## src/rtl/core/sse_pkg.sv

```systemverilog
package sse_pkg;

    localparam int DATA_W        = 32;
    localparam int MAX_ITEMS_DEF = 64;
    // Depth of the command queue between front and back; a power of two.
    localparam int QUEUE_DEPTH   = 4;

    typedef struct packed {
        logic signed [DATA_W-1:0] sample_value;
        logic                     end_of_set;
    } t_in_beat;

    typedef struct packed {
        logic signed [DATA_W-1:0] sorted_value;
        logic                     final_result;
        logic                     overflow_seen;
    } t_out_beat;

    // A classified input beat: store says the value fits in the buffer.
    typedef struct packed {
        logic signed [DATA_W-1:0] sample_value;
        logic                     store;
        logic                     last;
    } t_cmd;

endpackage

```

## src/rtl/core/sse_front.sv

```systemverilog
module sse_front #(
    parameter int MAX_ITEMS = sse_pkg::MAX_ITEMS_DEF
) (
    input  logic              i_clk,
    input  logic              i_rst_n,
    input  logic              i_valid,
    output logic              o_ready,
    input  sse_pkg::t_in_beat i_data,
    output logic              o_cmd_valid,
    input  logic              i_cmd_ready,
    output sse_pkg::t_cmd     o_cmd
);
    import sse_pkg::*;

    localparam int CW = $clog2(MAX_ITEMS + 1);
    localparam int PW = $clog2(QUEUE_DEPTH);
    localparam int LW = $clog2(QUEUE_DEPTH + 1);

    logic [CW-1:0] r_fill;
    logic [CW-1:0] n_fill;
    t_cmd          r_queue [QUEUE_DEPTH];
    logic [PW-1:0] r_wr_ptr;
    logic [PW-1:0] r_rd_ptr;
    logic [LW-1:0] r_level;
    logic          push;
    logic          pop;
    t_cmd          cmd_in;

    assign o_ready     = (r_level != LW'(QUEUE_DEPTH));
    assign push        = i_valid && o_ready;
    assign o_cmd_valid = (r_level != '0);
    assign pop         = o_cmd_valid && i_cmd_ready;
    assign o_cmd       = r_queue[r_rd_ptr];

    // The front keeps its own count of the set so that each beat is tagged
    // as stored or dropped before it reaches the queue.
    always_comb begin
        cmd_in.sample_value = i_data.sample_value;
        cmd_in.store        = (r_fill < CW'(MAX_ITEMS));
        cmd_in.last         = i_data.end_of_set;
        n_fill              = r_fill;
        if (push) begin
            if (i_data.end_of_set) begin
                n_fill = '0;
            end else if (cmd_in.store) begin
                n_fill = r_fill + 1'b1;
            end
        end
    end

    always_ff @(posedge i_clk) begin
        if (!i_rst_n) begin
            r_fill   <= '0;
            r_wr_ptr <= '0;
            r_rd_ptr <= '0;
            r_level  <= '0;
        end else begin
            r_fill <= n_fill;
            if (push) begin
                r_wr_ptr <= r_wr_ptr + 1'b1;
            end
            if (pop) begin
                r_rd_ptr <= r_rd_ptr + 1'b1;
            end
            if (push && !pop) begin
                r_level <= r_level + 1'b1;
            end else if (pop && !push) begin
                r_level <= r_level - 1'b1;
            end
        end
    end

    always_ff @(posedge i_clk) begin
        if (push) begin
            r_queue[r_wr_ptr] <= cmd_in;
        end
    end

endmodule

```

## src/rtl/core/sse_back.sv

```systemverilog
module sse_back #(
    parameter int MAX_ITEMS = sse_pkg::MAX_ITEMS_DEF
) (
    input  logic               i_clk,
    input  logic               i_rst_n,
    input  logic               i_cmd_valid,
    output logic               o_cmd_ready,
    input  sse_pkg::t_cmd      i_cmd,
    output logic               o_valid,
    input  logic               i_ready,
    output sse_pkg::t_out_beat o_data
);
    import sse_pkg::*;

    localparam int CW = $clog2(MAX_ITEMS + 1);
    localparam int AW = $clog2(MAX_ITEMS);

    localparam logic [3:0] S_IDLE  = 4'd0;
    localparam logic [3:0] S_GAP   = 4'd1;
    localparam logic [3:0] S_LOAD  = 4'd2;
    localparam logic [3:0] S_HOLD  = 4'd3;
    localparam logic [3:0] S_CMP   = 4'd4;
    localparam logic [3:0] S_PUT   = 4'd5;
    localparam logic [3:0] S_ERD   = 4'd6;
    localparam logic [3:0] S_EWAIT = 4'd7;
    localparam logic [3:0] S_EHOLD = 4'd8;

    logic signed [DATA_W-1:0] r_mem [MAX_ITEMS];
    logic signed [DATA_W-1:0] r_rdata;
    logic                     mem_we;
    logic [AW-1:0]            mem_waddr;
    logic signed [DATA_W-1:0] mem_wdata;
    logic [AW-1:0]            mem_raddr;

    logic [3:0]               r_state, n_state;
    logic [CW-1:0]            r_count, n_count;
    logic                     r_ovf, n_ovf;
    logic [CW-1:0]            r_gap, n_gap;
    logic [CW-1:0]            r_idx, n_idx;
    logic [CW-1:0]            r_pos, n_pos;
    logic signed [DATA_W-1:0] r_held, n_held;
    logic                     r_out_valid, n_out_valid;
    t_out_beat                r_out, n_out;

    logic [CW-1:0]            idx_next;
    logic [CW-1:0]            gap_half;
    logic [CW-1:0]            pos_down;

    assign o_cmd_ready = (r_state == S_IDLE);
    assign o_valid     = r_out_valid;
    assign o_data      = r_out;

    assign idx_next = r_idx + 1'b1;
    assign gap_half = r_gap >> 1;
    assign pos_down = r_pos - r_gap;

    always_comb begin
        n_state     = r_state;
        n_count     = r_count;
        n_ovf       = r_ovf;
        n_gap       = r_gap;
        n_idx       = r_idx;
        n_pos       = r_pos;
        n_held      = r_held;
        n_out_valid = r_out_valid;
        n_out       = r_out;
        mem_we      = 1'b0;
        mem_waddr   = r_pos[AW-1:0];
        mem_wdata   = r_held;
        mem_raddr   = r_idx[AW-1:0];

        unique case (r_state)
            S_IDLE: begin
                if (i_cmd_valid) begin
                    if (i_cmd.store) begin
                        mem_we    = 1'b1;
                        mem_waddr = r_count[AW-1:0];
                        mem_wdata = i_cmd.sample_value;
                        n_count   = r_count + 1'b1;
                    end else begin
                        n_ovf = 1'b1;
                    end
                    if (i_cmd.last) begin
                        n_state = S_GAP;
                    end
                end
            end
            S_GAP: begin
                n_gap = r_count >> 1;
                n_idx = r_count >> 1;
                if ((r_count >> 1) == '0) begin
                    n_idx   = '0;
                    n_state = S_ERD;
                end else begin
                    n_state = S_LOAD;
                end
            end
            S_LOAD: begin
                mem_raddr = r_idx[AW-1:0];
                n_state   = S_HOLD;
            end
            S_HOLD: begin
                n_held    = r_rdata;
                n_pos     = r_idx;
                mem_raddr = AW'(r_idx - r_gap);
                n_state   = S_CMP;
            end
            S_CMP, S_PUT: begin
                if (r_state == S_CMP && r_rdata > r_held) begin
                    // Shift the larger value up by one gap and keep walking.
                    mem_we    = 1'b1;
                    mem_wdata = r_rdata;
                    n_pos     = pos_down;
                    mem_raddr = AW'(pos_down - r_gap);
                    n_state   = (pos_down >= r_gap) ? S_CMP : S_PUT;
                end else begin
                    // Closing one insertion step: move to the next index, or once the index runs off
                    // the end of the set, to the next gap, or to output if no gap is left.
                    mem_we = 1'b1;
                    if (idx_next < r_count) begin
                        n_idx     = idx_next;
                        mem_raddr = idx_next[AW-1:0];
                        n_state   = S_HOLD;
                    end else begin
                        n_gap = gap_half;
                        if (gap_half == '0) begin
                            n_idx   = '0;
                            n_state = S_ERD;
                        end else begin
                            n_idx   = gap_half;
                            n_state = S_LOAD;
                        end
                    end
                end
            end
            S_ERD: begin
                mem_raddr = r_idx[AW-1:0];
                n_state   = S_EWAIT;
            end
            S_EWAIT: begin
                n_out.sorted_value  = r_rdata;
                n_out.final_result  = (idx_next == r_count);
                n_out.overflow_seen = r_ovf;
                n_out_valid         = 1'b1;
                n_state             = S_EHOLD;
            end
            S_EHOLD: begin
                if (i_ready) begin
                    n_out_valid = 1'b0;
                    if (r_out.final_result) begin
                        n_count = '0;
                        n_ovf   = 1'b0;
                        n_state = S_IDLE;
                    end else begin
                        n_idx     = idx_next;
                        mem_raddr = idx_next[AW-1:0];
                        n_state   = S_EWAIT;
                    end
                end
            end
            default: begin
                n_state = S_IDLE;
            end
        endcase
    end

    always_ff @(posedge i_clk) begin
        if (!i_rst_n) begin
            r_state     <= S_IDLE;
            r_count     <= '0;
            r_ovf       <= 1'b0;
            r_out_valid <= 1'b0;
        end else begin
            r_state     <= n_state;
            r_count     <= n_count;
            r_ovf       <= n_ovf;
            r_out_valid <= n_out_valid;
        end
    end

    always_ff @(posedge i_clk) begin
        r_gap  <= n_gap;
        r_idx  <= n_idx;
        r_pos  <= n_pos;
        r_held <= n_held;
        r_out  <= n_out;
    end

    always_ff @(posedge i_clk) begin
        if (mem_we) begin
            r_mem[mem_waddr] <= mem_wdata;
        end
        r_rdata <= r_mem[mem_raddr];
    end

endmodule

```

## src/rtl/core/shell_sort_engine.sv

```systemverilog
// Input beats are taken at one per cycle into a four-deep command queue while
// the queue has room; the sorter stores one queued beat per cycle while it
// collects a set. After its last beat, each gap starts with a load state, and
// each gapped insertion step reads its value in a hold state, then shifts larger
// entries up by the gap in compare states. Results are held until taken, and no
// new beat leaves the queue until the last result of the set has been taken.
// Synchronous active-low reset empties the queue and clears count and overflow.
module shell_sort_engine #(
    parameter int MAX_ITEMS = sse_pkg::MAX_ITEMS_DEF
) (
    input  logic               i_clk,
    input  logic               i_rst_n,
    input  logic               i_valid,
    output logic               o_ready,
    input  sse_pkg::t_in_beat  i_data,
    output logic               o_valid,
    input  logic               i_ready,
    output sse_pkg::t_out_beat o_data
);
    import sse_pkg::*;

    logic cmd_valid;
    logic cmd_ready;
    t_cmd cmd;

    sse_front #(
        .MAX_ITEMS (MAX_ITEMS)
    ) u_front (
        .i_clk       (i_clk),
        .i_rst_n     (i_rst_n),
        .i_valid     (i_valid),
        .o_ready     (o_ready),
        .i_data      (i_data),
        .o_cmd_valid (cmd_valid),
        .i_cmd_ready (cmd_ready),
        .o_cmd       (cmd)
    );

    sse_back #(
        .MAX_ITEMS (MAX_ITEMS)
    ) u_back (
        .i_clk       (i_clk),
        .i_rst_n     (i_rst_n),
        .i_cmd_valid (cmd_valid),
        .o_cmd_ready (cmd_ready),
        .i_cmd       (cmd),
        .o_valid     (o_valid),
        .i_ready     (i_ready),
        .o_data      (o_data)
    );

endmodule

```

## config.mk

```make
export PLATFORM = sky130hd
export DESIGN_NAME = shell_sort_engine
export DESIGN_NICKNAME = d
export VERILOG_FILES = /design/src/rtl/core/sse_pkg.sv /design/src/rtl/core/sse_front.sv /design/src/rtl/core/sse_back.sv /design/src/rtl/core/shell_sort_engine.sv
export SDC_FILE = /design/constraint.sdc
export NUM_CORES = 2
export LEC_CHECK = 0
export ABC_AREA = 1
export BUFFER_PORTS_ARGS = -buffer_cell sky130_fd_sc_hd__buf_4
export CAP_MARGIN = 20
export CORE_MARGIN = 2
export CORE_UTILIZATION = 47
export CTS_CLUSTER_DIAMETER = 30
export DETAILED_ROUTE_END_ITERATION = 16
export PLACE_DENSITY = 0.59
export REMOVE_ABC_BUFFERS = 1
export SLEW_MARGIN = 0
export SYNTH_ARGS = -nofsm -noshare
export SYNTH_HDL_FRONTEND = slang
export SYNTH_SLANG_ARGS = --single-unit
```

## constraint.sdc

```tcl
create_clock -name i_clk -period 13 [get_ports i_clk]
set_input_delay 0.65 -clock i_clk [delete_from_list [all_inputs] [get_ports i_clk]]
set_output_delay 0.65 -clock i_clk [all_outputs]
set_load 0.01 [all_outputs]
```

* Word-level counts from Yosys, hierarchy flattened
Memory sizes are Yosys's and may differ from the RTL's. A register that Yosys moved wholly into a read port is not among the register bits. Index checks and enable logic that the tools add are counted. W data, S select, Z words.
Cells by class: add/subtract/negate cells 10, $lt $le $gt $ge 4, equal/unequal tests 20, mux-type cells 59, reductions and logical operators 27
Operator list (number):
- $mux W32 | 3
- $mux W7 | 13
- $pmux W32 S2 | 1
- $mux W6 | 9
- $pmux W7 S2 | 3
- $gt A32 B32 Y1 | 1
- $pmux W4 S8 | 1
- $add A7 B1 Y7 const B | 3
- $pmux W7 S3 | 1
- $mux W4 | 5
- $pmux W6 S3 | 1
- $eq A4 B3 Y1 const B | 4
- $mux W3 | 5
- $logic_not A7 Y1 | 2
- $ne A2 B2 Y1 const B | 7
- $mux W1 | 12
- $reduce_bool A2 Y1 | 6
- $sub A6 B6 Y6 | 2
- $reduce_and A5 Y1 | 2
- $eq A4 B2 Y1 const B | 2
- $eq A7 B7 Y1 | 1
- $ge A7 B7 Y1 | 1
- $lt A7 B7 Y1 | 1
- $lt A7 B7 Y1 const B | 1
- other kinds (18) | 33
Storage, ports and cells: register bits 114, RAM bits 2184, input port bits 37, output and inout bits 36, word-level logic and storage cells 137, memories kept 2
Memories:
- u_back.r_mem | depth 64, width 32, read ports 1, clocked after memory_dff 1, wr ports 1, RTL line sse_back.sv:28 | logic signed [DATA_W-1:0] r_mem [MAX_ITEMS];
- u_front.r_queue | depth 4, width 34, read ports 1, clocked after memory_dff 1, wr ports 1, RTL line sse_front.sv:21 | t_cmd r_queue [QUEUE_DEPTH];

* Longest topological paths before layout
word-level depth 6, mapped depth 30, mapped depth without buffers 27

* Modules after synthesis
Synthesis repeated with hierarchy kept, for this count alone.
Unflattened totals: cells, all modules 9157, area, all modules 100929.3 um2
Modules (own cells, without submodules):
- sse_back | instances 1, cells each 8714, area each 95120.0 um2, sequential area each 64982.3 um2
- sse_front | instances 1, cells each 443, area each 5809.3 um2, sequential area each 4404.2 um2

* Least setup slack after synthesis
Ideal clock, no wire load.
kind register to register, from register (tool-made name), to memory u_back.r_mem[32][0], enable pin, library setup time 0.502 ns, arrival 5.091 ns, data required time 12.498 ns, path slack 7.406 ns, stages on the path, launching flop included 12, buffers on the path 1, clock period less this slack 5.594 ns, cells stage by stage dfxtp_1 > inv_1 > a21oi_1 > a32o_1 > nor2_1 > inv_2 > nor2_1 > clkbuf_1 > or2_2 > o21ai_1 > inv_1 > nor4_1
RTL lines (RTL line):
- to (decl) | sse_back.sv:28

* Final worst setup path
from register u_back.r_rdata[6], read port of u_back.r_mem, to register u_back.r_rdata[29], read port of u_back.r_mem
On the way: longest elaborated chain between the ends 4
RTL lines:
- from (decl) | RTL line sse_back.sv:29 | logic signed [DATA_W-1:0] r_rdata;
- $gt A32 B32 Y1 | RTL line sse_back.sv:109 | if (r_state == S_CMP && r_rdata > r_held) begin
- $logic_and A1 B1 Y1 | RTL line sse_back.sv:109
- $mux W6 | RTL line sse_back.sv:109
- $pmux W6 S3 | RTL line sse_back.sv:72 | unique case (r_state)
No other way between the ends. A chain may end at the register's enable or synchronous reset.

==> qor.yml <==
min_period_ns: 8.205
dp.cells: 11762
via_per_inst: 5.627
hold_buffers: 36
wl_per_cell_um: 24.50
gr-usage-all-layers_pct: 28.09
max_cap_viol_count: 0
p_seq_share_pct: 31.9
drtAntennaViolNets: 0
io_pins: 73
switching_share_pct: 37.78
grt_first_pass_wirelength_um: 454800
rows: 170
tns_ns: 0
gp_congestion: 0.8818
portBuffers: 72
total_leakage_power_nw: 47.91
hold_violations: 0
startpoint_type: "register"
fp.dieW_um: 467.7
ys_ff_latch: 2331
area_delta_synth_final_pct: 20.47
fill_cells: 17394
start_util_pct: 47.18
grt_max_degree: 174
crit_type: "reg2reg"
synth.distinct_cells: 49
cts.root.buffer_cell: "clkbuf_16"
p_comb_share_pct: 32.5
maxSlewViolCount: 0
drt-total-wl_um: 311300
synth.avg_cell_area_um2: 10.97
switchingPower_mw: 13.21
multi_input_area_um2: 25910
synth_area_um2: 101000
die_area_um2: 218700
slew_headroom_pct: 23.75
powerDensity_nw_per_um2: 287.3
required_ns: 13.88
first_pass_iters: 6
cts.sinks: 2331
synth-warning-count: 0
drive_gt1_share_pct: 11.28
grt_pass1_vias: 68164
p_total_mw: 34.97
placed_area_um2: 104700
gr-total-overflow: 0
area.sequential_um2: 69390
fin_worst_skew_ns: 0.06614
rsz0062_at_grt: "false"
synthCells: 9210
cts_setup_buffers: 0
hold_slack_ns: 0.3617
instances_no_fill: 12708
endpoint_kind: "register"
coreArea_um2: 214200
cts_made_buffers: 496
worst_pin_slew_ns: 1.144
drtIter0Drc: 8818
drc_errors: 0
antenna_found_initial: 14
setup_slack_ns: 4.795
vias: 71512
clk_pin_slew_ns: 0.04
fmax_mhz: 121.9
dp_hpwl_um: 160700
cts_htree_levels: 5
finalCoreUtilization_pct: 56.83
clock_path_buffers: 4
clk_latency_ns: 1.01
setup_viol: 0
p_int_mw: 21.76
critPathMaxFanout: 80
fin_crit_sh_pct: 63.11
status: "completed"
ir_drop_v: 0.0002926
finalNetCount: 9564
cts_tree: "yes"
p_clk_share_pct: 35.6
cts_resized: 0
synth_seq_area_share_pct: 68.67
die_height_um: 467.7
hp-class: "in2reg"
arrival_ns: 9.08
final_area_um2: 121700
post-place-ws_ns: 5.004
## worst paths after layout
check | start | slack (ns) | depth (start not counted) | to
worst min-delay path | i_valid | 0.36 | 3 | u_front.r_wr_ptr[1]
worst max register to register | u_back.r_rdata[6] | 4.80 | 26 | u_back.r_rdata[29]
worst max-delay path | u_back.r_rdata[6] | 4.80 | 26 | u_back.r_rdata[29]
worst min register to register | u_back.r_ovf | 0.42 | 0 | u_back.o_data[0]
## sequential cells by signal, summed over array words and instances, names as in the netlist, 3 cells and up, named ones only
register / count
u_back.r_pos: 7
u_front.r_queue: 136
u_back.r_state: 4
u_back.r_gap: 6
u_back.r_held: 32
u_front.r_level: 3
u_back.r_mem: 2048
u_back.r_count: 7
u_back.o_data: 34
u_back.r_idx: 7
u_front.r_fill: 7
u_back.r_rdata: 32
## kinds of logic after synthesis
kind of cell    synth area share [%]
compound gates                 2.152
buf+inv                        6.268
flops                          68.67
xor+xnor                      0.1040
fa+ha+maj                     0.8717
simple gates                   21.94
## routing by layer
layer | share of wire, % | GRT usage [%] | up-vias
met1 | 41 | 38.86 | 35087
met2 | 46 | 43.93 | 3586
met5 | 0.0087 | 0 | -
li1 | - | - | 32258
met3 | 9.3 | 5.273 | 577
met4 | 3.7 | 11.20 | 4
## cells in the final DEF, fill, tap and decap left out, types with 7 or more instances in the layout
master | netlist | final
a21oi_1 | 111 | 111
buf_12 | 0 | 12
buf_4 | 10 | 255
bufinv_16 | 0 | 74
clkbuf_1 | 210 | 75
clkbuf_16 | 0 | 507
clkinv_1 | 2 | 92
clkinv_2 | 0 | 82
clkinv_4 | 0 | 19
clkinvlp_4 | 0 | 33
dfxtp_1 | 61 | 60
dlygate4sd3_1 | 0 | 36
edfxtp_1 | 2270 | 2270
ha_1 | 64 | 64
inv_1 | 965 | 962
inv_2 | 8 | 8
inv_6 | 0 | 12
nand2_1 | 2464 | 2461
nand3_1 | 1784 | 1783
nand3b_1 | 385 | 385
nand4_1 | 18 | 18
nor2_1 | 176 | 115
nor2_4 | 0 | 62
nor3_1 | 16 | 16
nor4_2 | 0 | 8
o211ai_1 | 36 | 36
o21ai_0 | 175 | 173
o21ai_1 | 7 | 8
o22ai_1 | 33 | 33
or2_2 | 7 | 7
xor2_1 | 7 | 7
## final cells by class
cell class              instances  share of cell area, %
clock inverters               316                  2.942
inverters                     977                  3.040
clock buffers                 588                  10.72
well taps                    2838                  2.917
diodes                          5                0.01028
multi-input cells            5348                  21.29
flip-flops and latches       2331                  57.00
repair buffers                305                  2.081
## power groups by stage
stage	Sequential (mW)	Combinational (mW)	Clock [mW]
after floorplan	11.4	6.79	0
after global placement	11.2	11.1	0
after detailed placement	11.3	11.2	0
after CTS	11.1	11.3	12.5
after global routing	11.2	12.2	12.9
final	11.1	11.4	12.4
## critical path, stage by stage, from the launching register on
cell and delay [ns]:
dfxtp_1 0.58, ha_1 0.32, nand2_1 0.08, a21oi_1 0.04, nor2_1 0.16, nand2_1 0.08
nand2_1 0.06, nand2_1 0.06, nand2_1 0.10, nand2_1 0.09, nand2_1 0.08, nand4_1 0.63
buf_4 0.57, nand2_1 0.19, nand3_4 0.61, nand2_8 0.77, buf_4 0.72, buf_4 0.66
buf_4 0.80, nand2_1 0.10, nand2_1 0.11, nand2_1 0.05, nand3_1 0.12, nand3_1 0.09
nand3_1 0.13, nand3_1 0.38, nand2_1 0.30
## cells in the mapped netlist (all sizes together)
cell     count  area share [%]
a211oi       5           0.037
a21o         1          0.0074
a21oi      112            0.56
a221oi       2           0.017
a22oi        5           0.037
a311oi       2           0.017
a31oi        1          0.0062
a32o         1          0.0099
and2         1          0.0062
buf        344             1.9
clkbuf     210            0.78
clkinv       2          0.0074
dfxtp       61             1.2
edfxtp    2270              67
fa           4           0.079
ha          64            0.79
inv        975             3.6
nand2     2465             9.2
nand3     1785             8.8
nand3b     385             2.9
nand4       18            0.11
nor2       180            0.69
nor3        17           0.089
nor3b        6           0.045
nor4        12           0.074
o2111ai      1          0.0087
o211ai      36            0.27
o21a         3           0.022
o21ai      182            0.90
o21bai       2           0.015
o221ai       4           0.035
o22ai       33            0.20
o31ai        1          0.0074
or2          7           0.043
or4          1          0.0074
xnor2        5           0.043
xor2         7           0.061
Power figures use the tool's default switching activity.
